[src/hw/rtl/stq_pkg.sv]
// Shared types and codes for the sorted timer queue.
package stq_pkg;

   localparam int TIME_W      = 48;
   localparam int ID_W        = 8;
   localparam int MAX_RESULTS = 16;

   localparam logic       FUNC_INSERT = 1'b0;
   localparam logic       FUNC_POST   = 1'b1;

   localparam logic [1:0] ST_INSERTED = 2'd0;
   localparam logic [1:0] ST_DROPPED  = 2'd1;
   localparam logic [1:0] ST_EXPIRED  = 2'd2;
   localparam logic [1:0] ST_NONE     = 2'd3;

   typedef struct packed {
      logic              func;
      logic [ID_W-1:0]   msg_id;
      logic [TIME_W-1:0] time_value;
   } req_type;

   typedef struct packed {
      logic [1:0]        status;
      logic              became_head;
      logic [ID_W-1:0]   out_id;
      logic [TIME_W-1:0] out_expiry;
      logic              last;
      logic              head_valid;
      logic [TIME_W-1:0] head_expiry;
   } rsp_type;

   typedef struct packed {
      logic [TIME_W-1:0] expiry;
      logic [ID_W-1:0]   id;
   } slot_type;

   // Command and key broadcast to every cell.
   typedef struct packed {
      logic              insert;
      logic              mark;
      logic              shift;
      logic [TIME_W-1:0] key_time;
      logic [ID_W-1:0]   key_id;
   } cell_bus_type;

endpackage

[src/hw/rtl/stq_cell.sv]
// One queue cell: holds a timer slot and its expired mark.
module stq_cell (
   input  logic                  clock,
   input  logic                  reset,
   input  stq_pkg::cell_bus_type bus,
   input  stq_pkg::slot_type     prev_slot,
   input  logic                  prev_le,
   input  stq_pkg::slot_type     next_slot,
   input  logic                  next_mark,
   input  logic                  valid,
   input  logic                  mark_en,
   output stq_pkg::slot_type     slot_out,
   output logic                  le,
   output logic                  mark_out,
   output logic                  mark_next
);

   stq_pkg::slot_type slot_ff, slot_in;
   logic              mark_ff, mark_in;

   assign le        = valid && (slot_ff.expiry <= bus.key_time);
   assign mark_next = mark_en && valid && (slot_ff.expiry < bus.key_time);
   assign slot_out  = slot_ff;
   assign mark_out  = mark_ff;

   always_comb begin
      slot_in = slot_ff;
      mark_in = mark_ff;
      if (bus.insert) begin
         // keep entries that expire no later than the new one
         if (!le) begin
            if (prev_le) begin
               slot_in.expiry = bus.key_time;
               slot_in.id     = bus.key_id;
            end else begin
               slot_in = prev_slot;
            end
         end
      end else if (bus.mark) begin
         mark_in = mark_next;
      end else if (bus.shift) begin
         slot_in = next_slot;
         mark_in = next_mark;
      end
   end

   always_ff @(posedge clock) begin
      slot_ff <= slot_in;
   end

   always_ff @(posedge clock) begin
      if (reset) begin
         mark_ff <= 1'b0;
      end else begin
         mark_ff <= mark_in;
      end
   end

endmodule

[src/hw/rtl/sorted_timer_queue_top.sv]
// Sorted timer queue: a chain of DEPTH cells kept in ascending expiry order.
// Insert: the compare-and-shift step across the cell chain runs in the EXEC state, and the result
//   is loaded into the output register in the INS_OUT state; a new request is taken only after that.
// Post: n expired entries leave one per cycle from cell 0, while the output is free, after a marking
//   step in the EXEC state; a new request is taken only after the last result is loaded.
// Reset clears the occupancy count, the marks and the control state; slots hold stale data.
module sorted_timer_queue_top #(
   parameter int DEPTH = 16
) (
   input  logic             clock,
   input  logic             reset,
   input  logic             req_valid,
   output logic             req_ready,
   input  stq_pkg::req_type req_data,
   output logic             rsp_valid,
   input  logic             rsp_ready,
   output stq_pkg::rsp_type rsp_data
);

   localparam int COUNT_W = $clog2(DEPTH + 1);

   localparam logic [1:0] S_IDLE    = 2'd0;
   localparam logic [1:0] S_EXEC    = 2'd1;
   localparam logic [1:0] S_INS_OUT = 2'd2;
   localparam logic [1:0] S_DRAIN   = 2'd3;

   logic [1:0]                   state_ff, state_in;
   logic [COUNT_W-1:0]           occ_ff, occ_in;
   logic                         func_ff;
   logic [stq_pkg::ID_W-1:0]     key_id_ff;
   logic [stq_pkg::TIME_W-1:0]   key_time_ff;
   logic [1:0]                   status_ff, status_in;
   logic                         bh_ff, bh_in;
   logic                         hv_ff, hv_in;
   logic [stq_pkg::TIME_W-1:0]   head_ff, head_in;
   logic                         rsp_valid_ff, rsp_valid_in;
   stq_pkg::rsp_type             rsp_ff, rsp_in;

   stq_pkg::cell_bus_type        bus;
   stq_pkg::slot_type            slot_arr [DEPTH];
   logic [DEPTH-1:0]             le_vec, mark_vec, mark_nx_vec, valid_vec, cand_vec;
   logic [stq_pkg::TIME_W-1:0]   head_sel;
   logic                         out_free, full, req_fire;

   assign req_ready = (state_ff == S_IDLE);
   assign req_fire  = req_valid && req_ready;
   assign out_free  = !rsp_valid_ff || rsp_ready;
   assign full      = (occ_ff == COUNT_W'(DEPTH));
   assign rsp_valid = rsp_valid_ff;
   assign rsp_data  = rsp_ff;

   assign bus.insert   = (state_ff == S_EXEC) && (func_ff == stq_pkg::FUNC_INSERT) && !full;
   assign bus.mark     = (state_ff == S_EXEC) && (func_ff == stq_pkg::FUNC_POST);
   assign bus.shift    = (state_ff == S_DRAIN) && out_free && mark_vec[0];
   assign bus.key_time = key_time_ff;
   assign bus.key_id   = key_id_ff;

   for (genvar i = 0; i < DEPTH; i++) begin : g_cell
      stq_pkg::slot_type prev_slot, next_slot;
      logic              prev_le, next_mark;

      assign valid_vec[i] = (COUNT_W'(i) < occ_ff);

      if (i == 0) begin : g_first
         assign prev_slot = slot_arr[0];
         assign prev_le   = 1'b1;
      end else begin : g_mid
         assign prev_slot = slot_arr[i-1];
         assign prev_le   = le_vec[i-1];
      end

      if (i == DEPTH - 1) begin : g_last
         assign next_slot = slot_arr[i];
         assign next_mark = 1'b0;
      end else begin : g_inner
         assign next_slot = slot_arr[i+1];
         assign next_mark = mark_vec[i+1];
      end

      stq_cell u_cell (
         .clock     (clock),
         .reset     (reset),
         .bus       (bus),
         .prev_slot (prev_slot),
         .prev_le   (prev_le),
         .next_slot (next_slot),
         .next_mark (next_mark),
         .valid     (valid_vec[i]),
         .mark_en   (i < stq_pkg::MAX_RESULTS),
         .slot_out  (slot_arr[i]),
         .le        (le_vec[i]),
         .mark_out  (mark_vec[i]),
         .mark_next (mark_nx_vec[i])
      );
   end

   // The new head after a post is the first live cell that stays unmarked.
   assign cand_vec = valid_vec & ~mark_nx_vec & {mark_nx_vec[DEPTH-2:0], 1'b1};

   always_comb begin
      head_sel = '0;
      for (int i = 0; i < DEPTH; i++) begin
         head_sel = head_sel | ({stq_pkg::TIME_W{cand_vec[i]}} & slot_arr[i].expiry);
      end
   end

   always_comb begin
      state_in     = state_ff;
      occ_in       = occ_ff;
      status_in    = status_ff;
      bh_in        = bh_ff;
      hv_in        = hv_ff;
      head_in      = head_ff;
      rsp_in       = rsp_ff;
      rsp_valid_in = rsp_valid_ff && !rsp_ready;
      case (state_ff)
         S_IDLE: begin
            if (req_fire) begin
               state_in = S_EXEC;
            end
         end
         S_EXEC: begin
            if (func_ff == stq_pkg::FUNC_INSERT) begin
               if (full) begin
                  status_in = stq_pkg::ST_DROPPED;
                  bh_in     = 1'b0;
               end else begin
                  status_in = stq_pkg::ST_INSERTED;
                  bh_in     = !le_vec[0];
                  occ_in    = occ_ff + COUNT_W'(1);
               end
               state_in = S_INS_OUT;
            end else begin
               hv_in    = |cand_vec;
               head_in  = head_sel;
               state_in = S_DRAIN;
            end
         end
         S_INS_OUT: begin
            if (out_free) begin
               rsp_in.status      = status_ff;
               rsp_in.became_head = bh_ff;
               rsp_in.out_id      = '0;
               rsp_in.out_expiry  = '0;
               rsp_in.last        = 1'b1;
               rsp_in.head_valid  = valid_vec[0];
               rsp_in.head_expiry = valid_vec[0] ? slot_arr[0].expiry : '0;
               rsp_valid_in       = 1'b1;
               state_in           = S_IDLE;
            end
         end
         S_DRAIN: begin
            if (out_free) begin
               rsp_in.became_head = 1'b0;
               rsp_in.head_valid  = hv_ff;
               rsp_in.head_expiry = head_ff;
               rsp_valid_in       = 1'b1;
               if (mark_vec[0]) begin
                  // emit the head and advance the chain
                  rsp_in.status     = stq_pkg::ST_EXPIRED;
                  rsp_in.out_id     = slot_arr[0].id;
                  rsp_in.out_expiry = slot_arr[0].expiry;
                  rsp_in.last       = !mark_vec[1];
                  occ_in            = occ_ff - COUNT_W'(1);
                  if (!mark_vec[1]) begin
                     state_in = S_IDLE;
                  end
               end else begin
                  rsp_in.status     = stq_pkg::ST_NONE;
                  rsp_in.out_id     = '0;
                  rsp_in.out_expiry = '0;
                  rsp_in.last       = 1'b1;
                  state_in          = S_IDLE;
               end
            end
         end
         default: begin
            state_in = S_IDLE;
         end
      endcase
   end

   always_ff @(posedge clock) begin
      if (reset) begin
         state_ff     <= S_IDLE;
         occ_ff       <= '0;
         rsp_valid_ff <= 1'b0;
      end else begin
         state_ff     <= state_in;
         occ_ff       <= occ_in;
         rsp_valid_ff <= rsp_valid_in;
      end
   end

   always_ff @(posedge clock) begin
      if (req_fire) begin
         func_ff     <= req_data.func;
         key_id_ff   <= req_data.msg_id;
         key_time_ff <= req_data.time_value;
      end
      status_ff <= status_in;
      bh_ff     <= bh_in;
      hv_ff     <= hv_in;
      head_ff   <= head_in;
      rsp_ff    <= rsp_in;
   end

   a_occ_range: assert property (@(posedge clock) disable iff (reset)
      occ_ff <= COUNT_W'(DEPTH))
      else $error("occupancy beyond depth");

   a_mark_prefix: assert property (@(posedge clock) disable iff (reset)
      $onehot({1'b0, mark_vec} + {{DEPTH{1'b0}}, 1'b1}))
      else $error("expired marks not a prefix of the chain");

   a_mark_live: assert property (@(posedge clock) disable iff (reset)
      (mark_vec & ~valid_vec) == '0)
      else $error("mark set on an empty cell");

   a_drain_expired: assert property (@(posedge clock) disable iff (reset)
      (state_ff == S_DRAIN && out_free && mark_vec[0]) |-> (slot_arr[0].expiry < key_time_ff))
      else $error("emitted entry not expired");

   a_idle_no_marks: assert property (@(posedge clock) disable iff (reset)
      (state_ff == S_IDLE) |-> (mark_vec == '0))
      else $error("marks left after post");

endmodule

[config.mk]
export PLATFORM = sky130hd
export DESIGN_NAME = sorted_timer_queue_top
export DESIGN_NICKNAME = d
export VERILOG_FILES = /design/src/hw/rtl/stq_pkg.sv /design/src/hw/rtl/stq_cell.sv /design/src/hw/rtl/sorted_timer_queue_top.sv
export SDC_FILE = /design/constraint.sdc
export NUM_CORES = 2
export LEC_CHECK = 0
export BUFFER_PORTS_ARGS = -buffer_cell sky130_fd_sc_hd__clkbuf_2
export CORE_MARGIN = 5
export CORE_UTILIZATION = 35
export DETAILED_ROUTE_END_ITERATION = 7
export PLACE_DENSITY = 0.58
export SLEW_MARGIN = 20
export SYNTH_ARGS = -nofsm -noshare
export SYNTH_HDL_FRONTEND = slang
export SYNTH_SLANG_ARGS = --single-unit
[constraint.sdc]
create_clock -name clock -period 8.9 [get_ports clock]
set_input_delay 0 -clock clock [delete_from_list [all_inputs] [get_ports clock]]
set_output_delay 0 -clock clock [all_outputs]
set_load 0.01 [all_outputs]
==> flow_summary.json <==
{
  "status": "finished clean",
  "hold_class": "in -> reg",
  "vias_per_cell": 6.49,
  "avgSynthCellArea_um2": 9.93,
  "setup_viol": 0,
  "ys_types": 81,
  "clk_latency_ns": 0.86,
  "synth_edf_count": 1113,
  "fin_area_um2": 85000,
  "start_util": 0.352,
  "fin_nets": 8470,
  "ant_nets": 0,
  "start_kind": "flip-flop",
  "power_density_nw_per_um2": 177,
  "reg2reg_slack_ns": 2.10,
  "hold_path_depth": 2,
  "netlist_instances": 7600,
  "seq_area_frac_synth": 0.449,
  "antenna_found_initial": 21,
  "maxCapViolations": 0,
  "grt_pass1_vias": 63000,
  "peakVddDrop_v": 0.000159,
  "p_sw_frac": 0.310,
  "place_area_um2": 79200,
  "switchingPower_uw": 4670,
  "synth_warnings": 0,
  "relSlewSlack": 0.111,
  "crit_path_max_fanout": 37,
  "utilization": 0.396,
  "drv_slew": 0,
  "drtIter0Drc": 12200,
  "die_y_um": 474,
  "synth_flop_cell": "edfxtp_1",
  "cts_max_path_buffers": 3,
  "clkPwrFrac": 0.394,
  "worstReg2RegStart": "key_time_ff[47]",
  "drt_pre_antenna_iters": 7,
  "grt_setup_unrepaired": "no",
  "htree_levels": 4,
  "globalRoute.totalOverflow": 0,
  "fmax_mhz": 147,
  "die_w_um": 474,
  "holdWs_ns": 0.0125,
  "ys_ff_latch": 1137,
  "tns_ns": 0,
  "arrival_ns": 7.36,
  "fin_crit_sh": 0.764,
  "crit_type": "reg -> reg",
  "drc": 0,
  "wl_um": 366000,
  "cp.required_ns": 9.46,
  "place_congestion": 1.03,
  "grt_pass1_wl_um": 500000,
  "synthTopCellsByArea": "edfxtp_1, ha_1, mux2i_1",
  "synth_area_leader_cell": "edfxtp_1",
  "internal_power_uw": 10400,
  "die_area_um2": 225000,
  "gr-usage-all-layers": 0.312,
  "cts_resized": 0,
  "rows": 170,
  "synth_top_cell_area_share": 0.443,
  "cts_tree": "built",
  "reg2reg_to": "g_cell[10].u_cell.slot_out[12]",
  "worst_setup_hold_path_clk_slew_ns": 0.07,
  "wl_per_cell_um": 34.5,
  "end_kind": "flip-flop",
  "vias": 68700,
  "hold_start": "req_data[42]",
  "fillers": 20900,
  "combPwrFrac": 0.163,
  "period_minus_slack_ns": 6.80,
  "io_pins": 172,
  "reg2reg_depth": 13,
  "syn_to_final_growth_pct": 12.6,
  "fin_skew_ns": 0.0414,
  "seq_power_share": 0.442,
  "layout-drive-gt1-share": 0.0870,
  "syn_area_um2": 75500,
  "async_flop_share": 0,
  "worst_pin_slew_ns": 1.32,
  "p_leak_uw": 0.0342,
  "root_buffer": "clkbuf_16",
  "syn_nets": 8432,
  "grt_max_degree": 238,
  "fp.coreArea_um2": 215000,
  "hold_viol_final": 0,
  "numCtsBuffers": 143,
  "clock_sinks": 1137,
  "dpl.hpwl_um": 240000,
  "startpoint": "key_time_ff[47]",
  "min_to": "key_time_ff[42]",
  "port_buffers": 171
}
-- metrics by stage --
step | power [uW] | instances | worst slack (ns)
4_1_cts | 15000 | 10600 | 2.35
2_1_floorplan | 7970 | 7600 | 1.57
3_3_place_gp | 9010 | 10200 | 2.27
6_report | 15000 | 10600 | 2.10
3_5_place_dp | 9060 | 10200 | 2.37
5_1_grt | 15500 | 10600 | 2.00
-- metal layers --
layer	vias up	GRT usage	part of all wire
li1	29000	-	-
met1	33200	0.412	0.39
met2	5368	0.455	0.42
met3	1173	0.0882	0.13
met4	11	0.180	0.069
met5	-	0.00454	0.00042
-- final cells by class --
class                   count  area [um2]  share of cell area
inverters                 188         713             0.00839
flip-flops and latches   1137       33900               0.399
clock inverters            85         837             0.00985
clock buffers             172        3770              0.0444
repair buffers            419        3140              0.0370
multi-input cells        5749       39000               0.459
diodes                     12        30.0            0.000353
well taps                2838        3550              0.0418
-- cell usage after synthesis (83+ instances only) --
cell type and count:
nand2_1 1216, edfxtp_1 1113, ha_1 771, a21oi_1 689, o21ai_0 597, mux2i_1 467
nor2_1 377, clkbuf_1 351, nand4_1 292, nand3_1 215, inv_1 188, o21ai_1 115
buf_2 102, o2111ai_1 99, a22o_1 91, o211ai_1 91, a221oi_1 83
-- cells by family after synthesis --
group | after synthesis | share of synthesized area
AO/OA/AOI/OAI | 2071 | 0.169
XOR/XNOR | 4 | 0.000464
adder cells (fa/ha/maj) | 771 | 0.128
buffers and inverters | 714 | 0.0406
flip-flops | 1137 | 0.449
multiplexers | 519 | 0.0697
AND/OR/NAND/NOR | 2384 | 0.143
-- what timing repair did --
action                    in CTS  in global routing
hold buffers                 114                  0
hold endpoints to repair     103                  0
setup buffers                  0                  0
-- registers in the layout (all words and copies together), names as in the netlist --
name                    flops
g_cell.u_cell.slot_out    896
key_id_ff                   8
key_time_ff                48
occ_ff                      5
g_cell.u_cell.mark_out     16
rsp_valid                   1
status_ff                   1
state_ff                    2
head_ff                    48
rsp_data                  109
hv_ff                       1
bh_ff                       1
func_ff                     1
-- power by group through the flow --
stage	Clock, uW	Combinational, uW	Sequential [uW]
floorplan	0	1420	6550
global placement	0	2270	6740
detailed placement	0	2320	6740
CTS	5980	2370	6630
global route	6200	2620	6660
finish	5930	2460	6650
-- cells in the final DEF (no fill, tap or decap), types with 91 or more instances in the layout --
cell type / n
a21oi_1: 685
o21ai_0: 587
o2111ai_1: 99
nand4_1: 292
buf_4: 122
nand2_1: 1206
a22o_1: 91
ha_1: 771
inv_1: 186
clkbuf_16: 146
dlygate4sd3_1: 114
edfxtp_1: 1113
o211ai_1: 91
o21ai_1: 112
nor2_1: 375
nand3_1: 214
mux2i_1: 467
clkbuf_2: 171
-- worst max-delay path, stage by stage, from the launching register on --
cell	delay (ns)
edfxtp_1	0.61
inv_1	0.50
ha_1	0.50
nand4_1	0.35
nor4_1	1.08
nand3_1	0.52
a21oi_1	0.49
or2_2	0.31
nor2_1	0.13
o21ai_4	0.19
buf_6	0.75
buf_4	0.64
mux2i_1	0.24
o21ai_0	0.10
-- worst max path at each step --
stage,endpoint,slack (ns),cells after the start
6_report,g_cell[10].u_cell.slot_out[12],2.10,13
3_5_place_dp,g_cell[4].u_cell.slot_out[53],2.37,13
3_3_place_gp,g_cell[10].u_cell.slot_out[18],2.27,13
5_1_grt,g_cell[10].u_cell.slot_out[10],2.00,13
4_1_cts,g_cell[4].u_cell.slot_out[53],2.35,13
2_1_floorplan,g_cell[5].u_cell.slot_out[0],1.57,13
Note: power is estimated with default switching activity, not from simulation.
